`src/design/see_pkg.sv`:
```
// ----------------------------------------------------------------------------
// Stack expression evaluator - package
// Sizes, character codes, flag positions and controller/datapath bundles.
// ----------------------------------------------------------------------------
`timescale 1ns / 1ps
`default_nettype none

package see_pkg;

    localparam int unsigned STACK_DEPTH = 64;
    localparam int unsigned CNT_W       = $clog2(STACK_DEPTH + 1);
    localparam int unsigned ADDR_W      = $clog2(STACK_DEPTH);
    localparam int unsigned DATA_W      = 32;
    localparam int unsigned SYM_W       = 8;
    localparam int unsigned FLAG_W      = 3;

    localparam logic [SYM_W-1:0] CH_ZERO  = 8'h30;
    localparam logic [SYM_W-1:0] CH_NINE  = 8'h39;
    localparam logic [SYM_W-1:0] CH_PLUS  = 8'h2B;
    localparam logic [SYM_W-1:0] CH_MINUS = 8'h2D;
    localparam logic [SYM_W-1:0] CH_STAR  = 8'h2A;
    localparam logic [SYM_W-1:0] CH_SLASH = 8'h2F;

    localparam int unsigned FLAG_UNDER = 0;
    localparam int unsigned FLAG_OVER  = 1;
    localparam int unsigned FLAG_DIVZ  = 2;

    typedef struct packed {
        logic load_in;
        logic push_digit;
        logic push_res;
        logic pop_issue;
        logic capt_a;
        logic capt_b;
        logic alu_exec;
        logic div_start;
        logic div_load;
        logic emit;
    } see_cmd_t;

    typedef struct packed {
        logic is_digit;
        logic is_op;
        logic is_div;
        logic last;
        logic div_done;
        logic out_free;
    } see_stat_t;

endpackage

`default_nettype wire

```
`src/design/see_div.sv`:
```
// ----------------------------------------------------------------------------
// Stack expression evaluator - divider
// Signed 32-bit division, truncating toward zero, one quotient bit a cycle.
// ----------------------------------------------------------------------------
`timescale 1ns / 1ps
`default_nettype none

module see_div (
    input  wire logic                       aclk,
    input  wire logic                       aresetn,
    input  wire logic                       start,
    input  wire logic [see_pkg::DATA_W-1:0] dividend,
    input  wire logic [see_pkg::DATA_W-1:0] divisor,
    output logic                            done,
    output logic [see_pkg::DATA_W-1:0]      quotient
);

    localparam int unsigned STEP_W = $clog2(see_pkg::DATA_W);

    logic                         busy_reg;
    logic                         done_reg;
    logic [STEP_W-1:0]            step_reg;
    logic [see_pkg::DATA_W-1:0]   rem_reg;
    logic [see_pkg::DATA_W-1:0]   quo_reg;
    logic [see_pkg::DATA_W-1:0]   den_reg;
    logic                         neg_reg;

    logic                         sa;
    logic                         sb;
    logic [see_pkg::DATA_W-1:0]   ua;
    logic [see_pkg::DATA_W-1:0]   ub;
    logic [see_pkg::DATA_W:0]     shifted;
    logic [see_pkg::DATA_W:0]     diff;

    assign sa      = dividend[see_pkg::DATA_W-1];
    assign sb      = divisor[see_pkg::DATA_W-1];
    assign ua      = sa ? (~dividend + 1'b1) : dividend;
    assign ub      = sb ? (~divisor + 1'b1) : divisor;
    assign shifted = {rem_reg, quo_reg[see_pkg::DATA_W-1]};
    assign diff    = shifted - {1'b0, den_reg};

    always_ff @(posedge aclk) begin
        if (!aresetn) begin
            busy_reg <= 1'b0;
            done_reg <= 1'b0;
        end else begin
            done_reg <= 1'b0;
            if (start) begin
                rem_reg  <= '0;
                step_reg <= '0;
                den_reg  <= ub;
                if (ub == '0) begin
                    quo_reg  <= '0;
                    neg_reg  <= 1'b0;
                    done_reg <= 1'b1;
                end else begin
                    quo_reg  <= ua;
                    neg_reg  <= sa ^ sb;
                    busy_reg <= 1'b1;
                end
            end else if (busy_reg) begin
                rem_reg  <= diff[see_pkg::DATA_W] ? shifted[see_pkg::DATA_W-1:0]
                                                  : diff[see_pkg::DATA_W-1:0];
                quo_reg  <= {quo_reg[see_pkg::DATA_W-2:0], ~diff[see_pkg::DATA_W]};
                step_reg <= step_reg + 1'b1;
                if (step_reg == STEP_W'(see_pkg::DATA_W - 1)) begin
                    busy_reg <= 1'b0;
                    done_reg <= 1'b1;
                end
            end
        end
    end

    assign done     = done_reg;
    assign quotient = neg_reg ? (~quo_reg + 1'b1) : quo_reg;

endmodule

`default_nettype wire

```
`src/design/see_dp.sv`:
```
// ----------------------------------------------------------------------------
// Stack expression evaluator - datapath
// Operand stack memory, operand and result registers, ALU, flags, output stage.
// ----------------------------------------------------------------------------
`timescale 1ns / 1ps
`default_nettype none

module see_dp (
    input  wire logic                       aclk,
    input  wire logic                       aresetn,
    input  wire logic                       cfg_wen,
    input  wire logic                       cfg_wdata,
    input  wire logic [see_pkg::SYM_W-1:0]  s_tdata,
    input  wire logic                       s_tlast,
    input  wire see_pkg::see_cmd_t          cmd,
    output see_pkg::see_stat_t              stat,
    output logic                            m_tvalid,
    input  wire logic                       m_tready,
    output logic [see_pkg::DATA_W-1:0]      m_tdata,
    output logic [see_pkg::FLAG_W-1:0]      m_tuser
);

    logic [see_pkg::DATA_W-1:0]  mem [see_pkg::STACK_DEPTH];

    logic                        order_mode_reg;
    logic [see_pkg::SYM_W-1:0]   sym_reg;
    logic                        last_reg;
    logic [see_pkg::CNT_W-1:0]   cnt_reg;
    logic [see_pkg::CNT_W-1:0]   cnt_next;
    logic [see_pkg::FLAG_W-1:0]  flags_reg;
    logic [see_pkg::FLAG_W-1:0]  flags_next;
    logic                        hit_reg;
    logic [see_pkg::DATA_W-1:0]  rd_data_reg;
    logic [see_pkg::DATA_W-1:0]  a_reg;
    logic [see_pkg::DATA_W-1:0]  b_reg;
    logic [see_pkg::DATA_W-1:0]  res_reg;
    logic                        m_tvalid_reg;
    logic [see_pkg::DATA_W-1:0]  m_tdata_reg;
    logic [see_pkg::FLAG_W-1:0]  m_tuser_reg;

    logic                        full;
    logic                        empty;
    logic                        push_en;
    logic [see_pkg::SYM_W-1:0]   digit;
    logic [see_pkg::DATA_W-1:0]  push_val;
    logic [see_pkg::CNT_W-1:0]   cnt_dec;
    logic [see_pkg::DATA_W-1:0]  popped;
    logic [see_pkg::DATA_W-1:0]  lhs;
    logic [see_pkg::DATA_W-1:0]  rhs;
    logic [see_pkg::DATA_W-1:0]  alu_res;
    logic                        div_done;
    logic [see_pkg::DATA_W-1:0]  div_q;

    assign full     = (cnt_reg == see_pkg::CNT_W'(see_pkg::STACK_DEPTH));
    assign empty    = (cnt_reg == '0);
    assign push_en  = cmd.push_digit | cmd.push_res;
    assign digit    = sym_reg - see_pkg::CH_ZERO;
    assign push_val = cmd.push_res ? res_reg
                                   : {{(see_pkg::DATA_W - see_pkg::SYM_W){1'b0}}, digit};
    assign cnt_dec  = cnt_reg - 1'b1;
    assign popped   = hit_reg ? rd_data_reg : '0;
    assign lhs      = order_mode_reg ? a_reg : b_reg;
    assign rhs      = order_mode_reg ? b_reg : a_reg;

    always_comb begin
        case (sym_reg)
            see_pkg::CH_PLUS:  alu_res = lhs + rhs;
            see_pkg::CH_MINUS: alu_res = lhs - rhs;
            see_pkg::CH_STAR:  alu_res = lhs * rhs;
            default:           alu_res = '0;
        endcase
    end

    always_comb begin
        cnt_next   = cnt_reg;
        flags_next = flags_reg;
        if (push_en) begin
            if (full) begin
                flags_next[see_pkg::FLAG_OVER] = 1'b1;
            end else begin
                cnt_next = cnt_reg + 1'b1;
            end
        end
        if (cmd.pop_issue) begin
            if (empty) begin
                flags_next[see_pkg::FLAG_UNDER] = 1'b1;
            end else begin
                cnt_next = cnt_dec;
            end
        end
        if (cmd.div_start && rhs == '0) begin
            flags_next[see_pkg::FLAG_DIVZ] = 1'b1;
        end
        if (cmd.emit) begin
            cnt_next   = '0;
            flags_next = '0;
        end
    end

    see_div u_div (
        .aclk     (aclk),
        .aresetn  (aresetn),
        .start    (cmd.div_start),
        .dividend (lhs),
        .divisor  (rhs),
        .done     (div_done),
        .quotient (div_q)
    );

    // stack memory
    always_ff @(posedge aclk) begin
        if (push_en && !full) begin
            mem[cnt_reg[see_pkg::ADDR_W-1:0]] <= push_val;
        end
        if (cmd.pop_issue) begin
            rd_data_reg <= mem[cnt_dec[see_pkg::ADDR_W-1:0]];
        end
    end

    always_ff @(posedge aclk) begin
        if (!aresetn) begin
            order_mode_reg <= 1'b0;
            cnt_reg        <= '0;
            flags_reg      <= '0;
            hit_reg        <= 1'b0;
            m_tvalid_reg   <= 1'b0;
        end else begin
            if (cfg_wen) begin
                order_mode_reg <= cfg_wdata;
            end
            cnt_reg   <= cnt_next;
            flags_reg <= flags_next;
            if (cmd.pop_issue) begin
                hit_reg <= !empty;
            end
            if (cmd.emit) begin
                m_tvalid_reg <= 1'b1;
            end else if (m_tready) begin
                m_tvalid_reg <= 1'b0;
            end
        end
    end

    always_ff @(posedge aclk) begin
        if (cmd.load_in) begin
            sym_reg  <= s_tdata;
            last_reg <= s_tlast;
        end
        if (cmd.capt_a) begin
            a_reg <= popped;
        end
        if (cmd.capt_b) begin
            b_reg <= popped;
        end
        if (cmd.alu_exec) begin
            res_reg <= alu_res;
        end else if (cmd.div_load) begin
            res_reg <= div_q;
        end
        if (cmd.emit) begin
            m_tdata_reg <= popped;
            m_tuser_reg <= flags_reg;
        end
    end

    assign stat.is_digit = (sym_reg >= see_pkg::CH_ZERO) && (sym_reg <= see_pkg::CH_NINE);
    assign stat.is_div   = (sym_reg == see_pkg::CH_SLASH);
    assign stat.is_op    = (sym_reg == see_pkg::CH_PLUS) || (sym_reg == see_pkg::CH_MINUS) ||
                           (sym_reg == see_pkg::CH_STAR) || (sym_reg == see_pkg::CH_SLASH);
    assign stat.last     = last_reg;
    assign stat.div_done = div_done;
    assign stat.out_free = !m_tvalid_reg || m_tready;

    assign m_tvalid = m_tvalid_reg;
    assign m_tdata  = m_tdata_reg;
    assign m_tuser  = m_tuser_reg;

endmodule

`default_nettype wire

```
`src/design/see_ctrl.sv`:
```
// ----------------------------------------------------------------------------
// Stack expression evaluator - controller
// Sequences push, pop, operate and emit steps for one character at a time.
// ----------------------------------------------------------------------------
`timescale 1ns / 1ps
`default_nettype none

module see_ctrl (
    input  wire logic                aclk,
    input  wire logic                aresetn,
    input  wire logic                s_tvalid,
    output logic                     s_tready,
    input  wire see_pkg::see_stat_t  stat,
    output see_pkg::see_cmd_t        cmd
);

    localparam logic [3:0] ST_IDLE   = 4'd0;
    localparam logic [3:0] ST_DECODE = 4'd1;
    localparam logic [3:0] ST_PUSH_D = 4'd2;
    localparam logic [3:0] ST_POP1   = 4'd3;
    localparam logic [3:0] ST_POP2   = 4'd4;
    localparam logic [3:0] ST_CAPT   = 4'd5;
    localparam logic [3:0] ST_EXEC   = 4'd6;
    localparam logic [3:0] ST_DIVW   = 4'd7;
    localparam logic [3:0] ST_PUSH_R = 4'd8;
    localparam logic [3:0] ST_FPOP   = 4'd9;
    localparam logic [3:0] ST_EMIT   = 4'd10;

    logic [3:0] state_reg;
    logic [3:0] state_next;

    assign s_tready = (state_reg == ST_IDLE);

    always_comb begin
        state_next = state_reg;
        cmd        = '0;
        case (state_reg)
            ST_IDLE: begin
                if (s_tvalid) begin
                    cmd.load_in = 1'b1;
                    state_next  = ST_DECODE;
                end
            end
            ST_DECODE: begin
                if (stat.is_digit) begin
                    state_next = ST_PUSH_D;
                end else if (stat.is_op) begin
                    state_next = ST_POP1;
                end else if (stat.last) begin
                    state_next = ST_FPOP;
                end else begin
                    state_next = ST_IDLE;
                end
            end
            ST_PUSH_D: begin
                cmd.push_digit = 1'b1;
                state_next     = stat.last ? ST_FPOP : ST_IDLE;
            end
            ST_POP1: begin
                cmd.pop_issue = 1'b1;
                state_next    = ST_POP2;
            end
            ST_POP2: begin
                cmd.capt_a    = 1'b1;
                cmd.pop_issue = 1'b1;
                state_next    = ST_CAPT;
            end
            ST_CAPT: begin
                cmd.capt_b = 1'b1;
                state_next = ST_EXEC;
            end
            ST_EXEC: begin
                if (stat.is_div) begin
                    cmd.div_start = 1'b1;
                    state_next    = ST_DIVW;
                end else begin
                    cmd.alu_exec = 1'b1;
                    state_next   = ST_PUSH_R;
                end
            end
            ST_DIVW: begin
                if (stat.div_done) begin
                    cmd.div_load = 1'b1;
                    state_next   = ST_PUSH_R;
                end
            end
            ST_PUSH_R: begin
                cmd.push_res = 1'b1;
                state_next   = stat.last ? ST_FPOP : ST_IDLE;
            end
            ST_FPOP: begin
                cmd.pop_issue = 1'b1;
                state_next    = ST_EMIT;
            end
            ST_EMIT: begin
                if (stat.out_free) begin
                    cmd.emit   = 1'b1;
                    state_next = ST_IDLE;
                end
            end
            default: begin
                state_next = ST_IDLE;
            end
        endcase
    end

    always_ff @(posedge aclk) begin
        if (!aresetn) begin
            state_reg <= ST_IDLE;
        end else begin
            state_reg <= state_next;
        end
    end

endmodule

`default_nettype wire

```
`src/design/stack_expression_evaluator_core.sv`:
```
// ----------------------------------------------------------------------------
// Stack expression evaluator - top level
// Postfix / prefix evaluator over a 64-entry stack of 32-bit operands.
// ----------------------------------------------------------------------------
// One character is taken per request and processed before the next is taken.
// A digit is pushed, other non-operator characters are ignored, and + - * / pop
// two operands, one pop a cycle through the registered stack read, and push the
// result; division uses the radix-2 divider, one quotient bit per cycle, and a
// zero divisor yields a zero quotient without iterating. A request marked tlast
// adds the final pop and the result, and waits if the previous result has not
// yet been taken. Stack and flags are cleared with each result.
// order_mode may be written only while no expression is in progress.
`timescale 1ns / 1ps
`default_nettype none

module stack_expression_evaluator_core (
    input  wire logic        aclk,
    input  wire logic        aresetn,
    input  wire logic        cfg_wen,
    input  wire logic        cfg_wdata,  // order_mode
    input  wire logic        s_tvalid,
    output logic             s_tready,
    input  wire logic [7:0]  s_tdata,    // [7:0] symbol
    input  wire logic        s_tlast,
    output logic             m_tvalid,
    input  wire logic        m_tready,
    output logic [31:0]      m_tdata,    // [31:0] value
    output logic [2:0]       m_tuser     // [0] underflow_seen, [1] overflow_seen,
                                         // [2] div_zero_seen
);

    see_pkg::see_cmd_t  cmd;
    see_pkg::see_stat_t stat;

    see_ctrl u_ctrl (
        .aclk     (aclk),
        .aresetn  (aresetn),
        .s_tvalid (s_tvalid),
        .s_tready (s_tready),
        .stat     (stat),
        .cmd      (cmd)
    );

    see_dp u_dp (
        .aclk      (aclk),
        .aresetn   (aresetn),
        .cfg_wen   (cfg_wen),
        .cfg_wdata (cfg_wdata),
        .s_tdata   (s_tdata),
        .s_tlast   (s_tlast),
        .cmd       (cmd),
        .stat      (stat),
        .m_tvalid  (m_tvalid),
        .m_tready  (m_tready),
        .m_tdata   (m_tdata),
        .m_tuser   (m_tuser)
    );

endmodule

`default_nettype wire

```
`config.mk`:
```
export PLATFORM = sky130hd
export DESIGN_NAME = stack_expression_evaluator_core
export DESIGN_NICKNAME = d
export VERILOG_FILES = /design/src/design/see_pkg.sv /design/src/design/see_div.sv /design/src/design/see_dp.sv /design/src/design/see_ctrl.sv /design/src/design/stack_expression_evaluator_core.sv
export SDC_FILE = /design/constraint.sdc
export NUM_CORES = 2
export LEC_CHECK = 0
export BUFFER_PORTS_ARGS = -buffer_cell sky130_fd_sc_hd__buf_2
export CAP_MARGIN = 10
export CORE_MARGIN = 1
export CORE_UTILIZATION = 35
export DETAILED_ROUTE_END_ITERATION = 12
export HOLD_SLACK_MARGIN = 0.12
export SLEW_MARGIN = 40
export SYNTH_ARGS = -nofsm -noshare
export SYNTH_HDL_FRONTEND = slang
export SYNTH_SLANG_ARGS = --single-unit
```
`constraint.sdc`:
```
create_clock -name aclk -period 9.39 [get_ports aclk]
set_input_delay 2.3475 -clock aclk [delete_from_list [all_inputs] [get_ports aclk]]
set_output_delay 2.3475 -clock aclk [all_outputs]
set_load 0.005 [all_outputs]
```
## After elaboration in Yosys (flattened, before gate mapping)

Memories as Yosys holds them, arrays and structs flattened. A register that Yosys moved wholly into a read port is not among the register bits.
Cells that the tools add are included.

| operators by class | value |
|---|---|
| mux-type cells | 54 |
| $mul | 1 |
| magnitude comparators | 2 |
| reductions and logical operators | 25 |
| bitwise gates (word level) | 7 |
| eq/ne operators | 20 |
| add/sub/neg operators | 10 |

Operator list:

| operator | count |
|---|---|
| 2-to-1 mux 32 bit | 14 |
| adder 32 x 1 -> 32 bit, second input constant | 3 |
| inverter 32 bit | 3 |
| case mux 32 bit (3 select lines) | 1 |
| logical NOT 32 bit | 2 |
| case mux 4 bit (10 select lines) | 1 |
| subtractor 33 x 32 -> 33 bit | 1 |
| adder 32 bit | 1 |
| == test 8 x 6 -> 1 bit, second input constant | 4 |
| multiplier 32 x 32 -> 32 bit | 1 |
| subtractor 32 bit | 1 |
| 2-to-1 mux 4 bit | 7 |
| 2-to-1 mux 7 bit | 4 |
| 2-to-1 mux 1 bit | 25 |
| == test 4 x 3 -> 1 bit, second input constant | 4 |
| == test 4 bit, second input constant | 3 |
| == test 4 x 2 -> 1 bit, second input constant | 2 |
| greater-or-equal comparator 8 x 6 -> 1 bit, second input constant | 1 |
| less-or-equal comparator 8 x 6 -> 1 bit, second input constant | 1 |
| AND reduction 2 bit | 4 |
| subtractor 8 x 6 -> 8 bit, second input constant | 1 |
| adder 7 x 1 -> 7 bit, second input constant | 1 |
| == test 7 bit, second input constant | 1 |
| logical NOT 7 bit | 1 |
| other kinds (19) | 32 |

| word-level totals | value |
|---|---|
| bits in registers | 261 |
| input port bits | 15 |
| bits in writable memories | 2048 |
| memories kept | 1 |
| word-level logic and storage cells | 142 |
| output and inout bits | 37 |

Memory list:

| memory | words | bits a word | rd ports | clocked after Yosys merged registers in | write ports | line | source |
|---|---|---|---|---|---|---|---|
| u_dp.mem | 64 | 32 | 1 | 1 | 1 | see_dp.sv:23 | `logic [see_pkg::DATA_W-1:0] mem [see_pkg::STACK_DEPTH];` |

## Longest topological paths before layout

| logic depth | value |
|---|---|
| word-level depth | 7 |
| depth in mapped cells | 36 |
| gate-level depth less buffers | 27 |

## By module

Synthesis repeated with hierarchy kept, for this count alone.

| unflattened totals | value |
|---|---|
| cells, all modules | 6655 |
| area, all modules | 111687.1 um^2 |

Modules (own cells, without submodules):

| module | area each (um^2) | times used | cells each | seq. area each (um^2) |
|---|---|---|---|---|
| see_dp | 102874.9 | 1 | 5682 | 66924.2 |
| see_div | 8287.9 | 1 | 901 | 3103.0 |
| see_ctrl | 524.3 | 1 | 72 | 80.1 |

## Least setup slack after synthesis

Ideal clock, no wire load.

| timing path | value |
|---|---|
| kind | register to register |
| start | register u_dp.order_mode_reg |
| end | register u_dp.res_reg[31] in the netlist's numbering, data pin |
| setup slack | 617 ps |
| library setup time | 270 ps |
| period minus slack after synthesis | 8773 ps |
| buffers on the path | 9 |
| arrival | 8503 ps |
| data required time | 9120 ps |
| stages on the path, launching flop included | 35 |
| cell sequence | dfxtp_1 buf_6 buf_6 buf_8 buf_12 buf_12 buf_8 buf_2 buf_1 mux2i_1 clkbuf_1 nor2_1 fa_1 inv_1 fa_1 fa_1 fa_1 inv_1 fa_1 inv_1 fa_1 inv_1 fa_1 fa_1 ha_1 and4_1 and2_1 nand2_1 a211oi_1 o221ai_1 a21oi_1 a31oi_1 xnor2_1 a22oi_1 a21oi_1 |

| between the ends | value |
|---|---|
| cells in the longest elaborated chain, start to end | 4 |
| elaborated cells on any way between the ends | 7 |
| classes of those cells | 2 x add/sub; 1 x mul; 4 x mux |

Ends and longest elaborated chain:

| what | line | source |
|---|---|---|
| start: declaration | see_dp.sv:25 | `logic order_mode_reg;` |
| start signal: assignment | see_dp.sv:129 | `order_mode_reg <= cfg_wdata;` |
| 2-to-1 mux 32 bit (on tied branches) | see_dp.sv:62, see_dp.sv:63 |  |
| multiplier 32 x 32 -> 32 bit (tied with other cells) | see_dp.sv:69 | `see_pkg::CH_STAR: alu_res = lhs * rhs;` |
| case mux 32 bit (3 select lines) * | see_dp.sv:66 | `case (sym_reg)` |
| 2-to-1 mux 32 bit * | see_dp.sv:155 | `if (cmd.alu_exec) begin` |
| end signal: assignment | see_dp.sv:156 | `res_reg <= alu_res;` |
| end signal: assignment | see_dp.sv:158 | `res_reg <= div_q;` |
| end: declaration | see_dp.sv:36 | `logic [see_pkg::DATA_W-1:0] res_reg;` |

Mark *: on every way between the ends. The rest lies on a longest branch, timed or not.
A chain may end at the register's enable or synchronous reset.

## Worst setup path after layout

Same ends and word-level chain as after synthesis.

==> out/qor.txt <==
================================================================================
Total length of routed wires ......................................    314000 um
Number of max-slew violations in the final report .................            0
Global-route wire length before repair ............................    451000 um
Final HPWL from detailed placement ................................    206000 um
Total power per unit cell area ....................................   353 nW/um2
Type of the most critical hold path ...............................      reg2reg
Vias in the first global route ....................................        61600
Clock root buffer .................................................    clkbuf_16
DIE AREA ..........................................................   320000 um2
Min-Delay Startpoint .............................................. u_dp.flags_reg[1]
Async SR Flop Fraction ............................................           0%
Number of levels the H-tree was split into ........................            4
Detailed Route Iter0 Violations ...................................         6246
Net count reported at finish ......................................         7335
Number of buffers between clock root and the deepest sink .........            3
Met2 Usage GRT ....................................................        33.0%
Initial core utilization ..........................................        35.3%
Post-Synth XOR/XNOR Area ..........................................        2.09%
Met1 Use GR .......................................................        25.4%
Flops & latches, synth ............................................         2341
Share of the synthesized area in compound gates (AO/OA/AOI/OAI) ...        2.86%
Cells on worst reg2reg path .......................................           25
Number of hold violations in the final report .....................            0
Layer carrying the most global-route usage ........................         met2
Number of setup violations in the final report ....................            0
Vias per std cell .................................................         5.41
Row count .........................................................          206
TritonCTS buffer count ............................................          230
Post-place instance area ..........................................   118000 um2
Clock transition at path regs .....................................      0.07 ns
Synthesized net count .............................................         7112
Via total after detailed routing ..................................        59900
CP Data Required Time .............................................     10.00 ns
Critical Path Source Type .........................................    flip-flop
Syn. warnings .....................................................            0
Routability congestion estimate from global placement .............        0.962
Netlist cell types ................................................           93
MaxCap Viol Count .................................................            0
Arr. time, crit path ..............................................      9.25 ns
Static leakage power ..............................................      40.8 nW
Slew of the pin with the lowest slew margin .......................     0.921 ns
Hold_buf cts ......................................................            0
Mean area per synthesized cell ....................................     17.1 um2
Average wire per standard cell ....................................      28.3 um
CP Max Fanout .....................................................           36
Number of cells on the worst hold path ............................            0
Total number of clock tree sinks ..................................         2341
Number of antenna violations at the first check in global routing .           12
Largest family of logic cells by synthesized area ................. multiplexers
Number of flip-flops in the largest register ......................         2048
Critical Path Source .............................................. u_dp.order_mode_reg
CTS tree ..........................................................          yes
Cell count after synthesis ........................................         6490
Adder-cell share of the synthesized area ..........................        9.60%
Commonest non-fill, non-tap cell in the layout ....................     edfxtp_1
DIE HEIGHT ........................................................       566 um
Length of the first detailed-routing pass in iterations ...........            5
Worst supply voltage drop on vdd ..................................    0.00159 V
Die W .............................................................       566 um
Share of layout cells above drive strength 1 ......................        22.4%
Number of nets with antenna violations after routing ..............            0
Kind of end point of the critical path ............................    flip-flop
Largest net degree at the start of global routing .................          125
Post-route fraction of the period consumed by the critical path ...        92.0%
Commonest non-fill, non-tap cells in the layout ................... edfxtp_1 (2322), mux4_2 (672), nor2_1 (475)
Post-synthesis sequential area ratio ..............................        63.0%
Area of the core ..................................................   315000 um2
Startpoint of the lowest-slack register-to-register path .......... u_dp.order_mode_reg
Multiplexer share of the synthesized area .........................        14.8%
Setup TNS .........................................................         0 ns
PostCTS Resize Cnt ................................................            0
Hold slack ........................................................     0.447 ns
Post-synth design cell area .......................................   111000 um2
PortBufs ..........................................................           51
Relative slew margins .............................................        38.2%
# fillers .........................................................        28400
Setup CP Type .....................................................      reg2reg
Total congestion overflow after global routing ....................            0
Clock network latency to the later pin of the worst-skew pair .....      0.89 ns
Dominant synthesized flop cell ....................................     edfxtp_1
Number of enable-type register cells in the synthesized netlist ...         2322
Syn-to-layout area delta ..........................................        13.7%
Final design instance area without fill ...........................   126000 um2
Share of synthesized cell area in and, or, nand and nor gates .....        4.95%
Boundary pin count ................................................           52
Utilization after layout ..........................................        40.1%
Result of the run ................................................. complete, no violations
Maximum clock frequency ...........................................      116 MHz
Met3 demand-to-capacity share in global routing ...................        2.79%
Period minus WS final .............................................      8.64 ns
Post-route DRC ....................................................            0
Buffer count from post-CTS setup fixing ...........................            0
Unrepaired setup endpoints after global routing ...................        false
Total global-route track usage ....................................        19.4%
Setup clock skew after layout .....................................    0.0881 ns
================================================================================
==> critical path: stages (launching register included) <==
cell and delay [ns]:
dfxtp_4 0.73, buf_12 0.34, mux2i_2 0.63, nor2_1 0.17, fa_1 0.57, inv_1 0.05
fa_1 0.52, fa_1 0.46, fa_1 0.55, inv_1 0.06, fa_1 0.49, fa_1 0.58
fa_1 0.43, fa_1 0.44, ha_1 0.38, and3_1 0.20, and2_1 0.15, nand2_1 0.06
a211oi_1 0.35, o221ai_1 0.23, buf_4 0.22, a21oi_1 0.18, a31oi_1 0.13, xnor2_1 0.14
a22oi_1 0.18, a21oi_1 0.09
==> where the power goes <==
part           internal [W]  switching (W)
logic               0.00947         0.0139
clock network       0.00565        0.00404
registers            0.0115      0.0000350
total                0.0266         0.0180
==> final cells by class <==
type	instances	area (um2)	area share [%]
multi-input cells	3374	39000	30.8
flip-flops and latches	2341	70100	55.4
well taps	4160	5200	4.12
diodes	5	12.5	0.00989
repair buffers	294	2390	1.89
inverters	472	1770	1.40
clock inverters	163	2100	1.66
clock buffers	265	5890	4.65
==> synthesized netlist by cell type, types with 16 or more instances <==
cell | n | area share (%)
and3_1 | 17 | 0.096
mux2i_1 | 72 | 0.65
xor2_1 | 62 | 0.49
nand3_1 | 35 | 0.16
o21ai_0 | 105 | 0.47
ha_1 | 197 | 2.2
xnor2_1 | 201 | 1.6
fa_1 | 410 | 7.4
a221oi_1 | 21 | 0.17
o21a_1 | 20 | 0.13
mux4_2 | 672 | 14
nand2b_1 | 25 | 0.14
or3_1 | 20 | 0.11
dfxtp_1 | 19 | 0.34
a31oi_1 | 22 | 0.12
nand2_1 | 331 | 1.1
o22ai_1 | 16 | 0.090
a21o_1 | 37 | 0.25
clkbuf_1 | 228 | 0.77
mux2_2 | 25 | 0.25
a211oi_1 | 22 | 0.15
edfxtp_1 | 2322 | 63
inv_1 | 453 | 1.5
and2_1 | 80 | 0.45
nor2_1 | 542 | 1.8
nor2b_1 | 22 | 0.12
o31ai_1 | 17 | 0.11
a21oi_1 | 128 | 0.58
nor3_1 | 49 | 0.22
buf_1 | 54 | 0.18
==> cell families after synthesis <==
family / Yosys count
and+or+nand+nor: 1224
muxes: 785
AOI/OAI and AO/OA: 493
buffers and inverters: 775
DFF: 2341
adders and majority gates: 608
xor gates and xnor gates: 264
==> per-layer routing <==
layer	wire length, um	vias up
met1	127000	32200
met5	50	-
met4	13100	8
met2	156000	2007
li1	-	25200
met3	18500	528
==> worst paths after layout <==
| kind | end | slack [ns] |
|---|---|---|
| worst max-delay path | u_dp.res_reg[31] | 0.75 |
| worst min-delay path | u_dp.m_tuser[1] | 0.45 |
| worst max register to register | u_dp.res_reg[31] | 0.75 |
| worst min register to register | u_dp.m_tuser[1] | 0.45 |
==> metrics by stage <==
stage               worst slack [ns]  total power [W]  cells
global route                   0.353           0.0470  11100
floorplan                      0.617           0.0248   6490
finish                         0.747           0.0447  11100
detailed placement             0.789           0.0348  10600
CTS                            0.709           0.0447  11100
global placement               0.916           0.0349  10600
No activity file was read; power rests on OpenSTA's default activity.
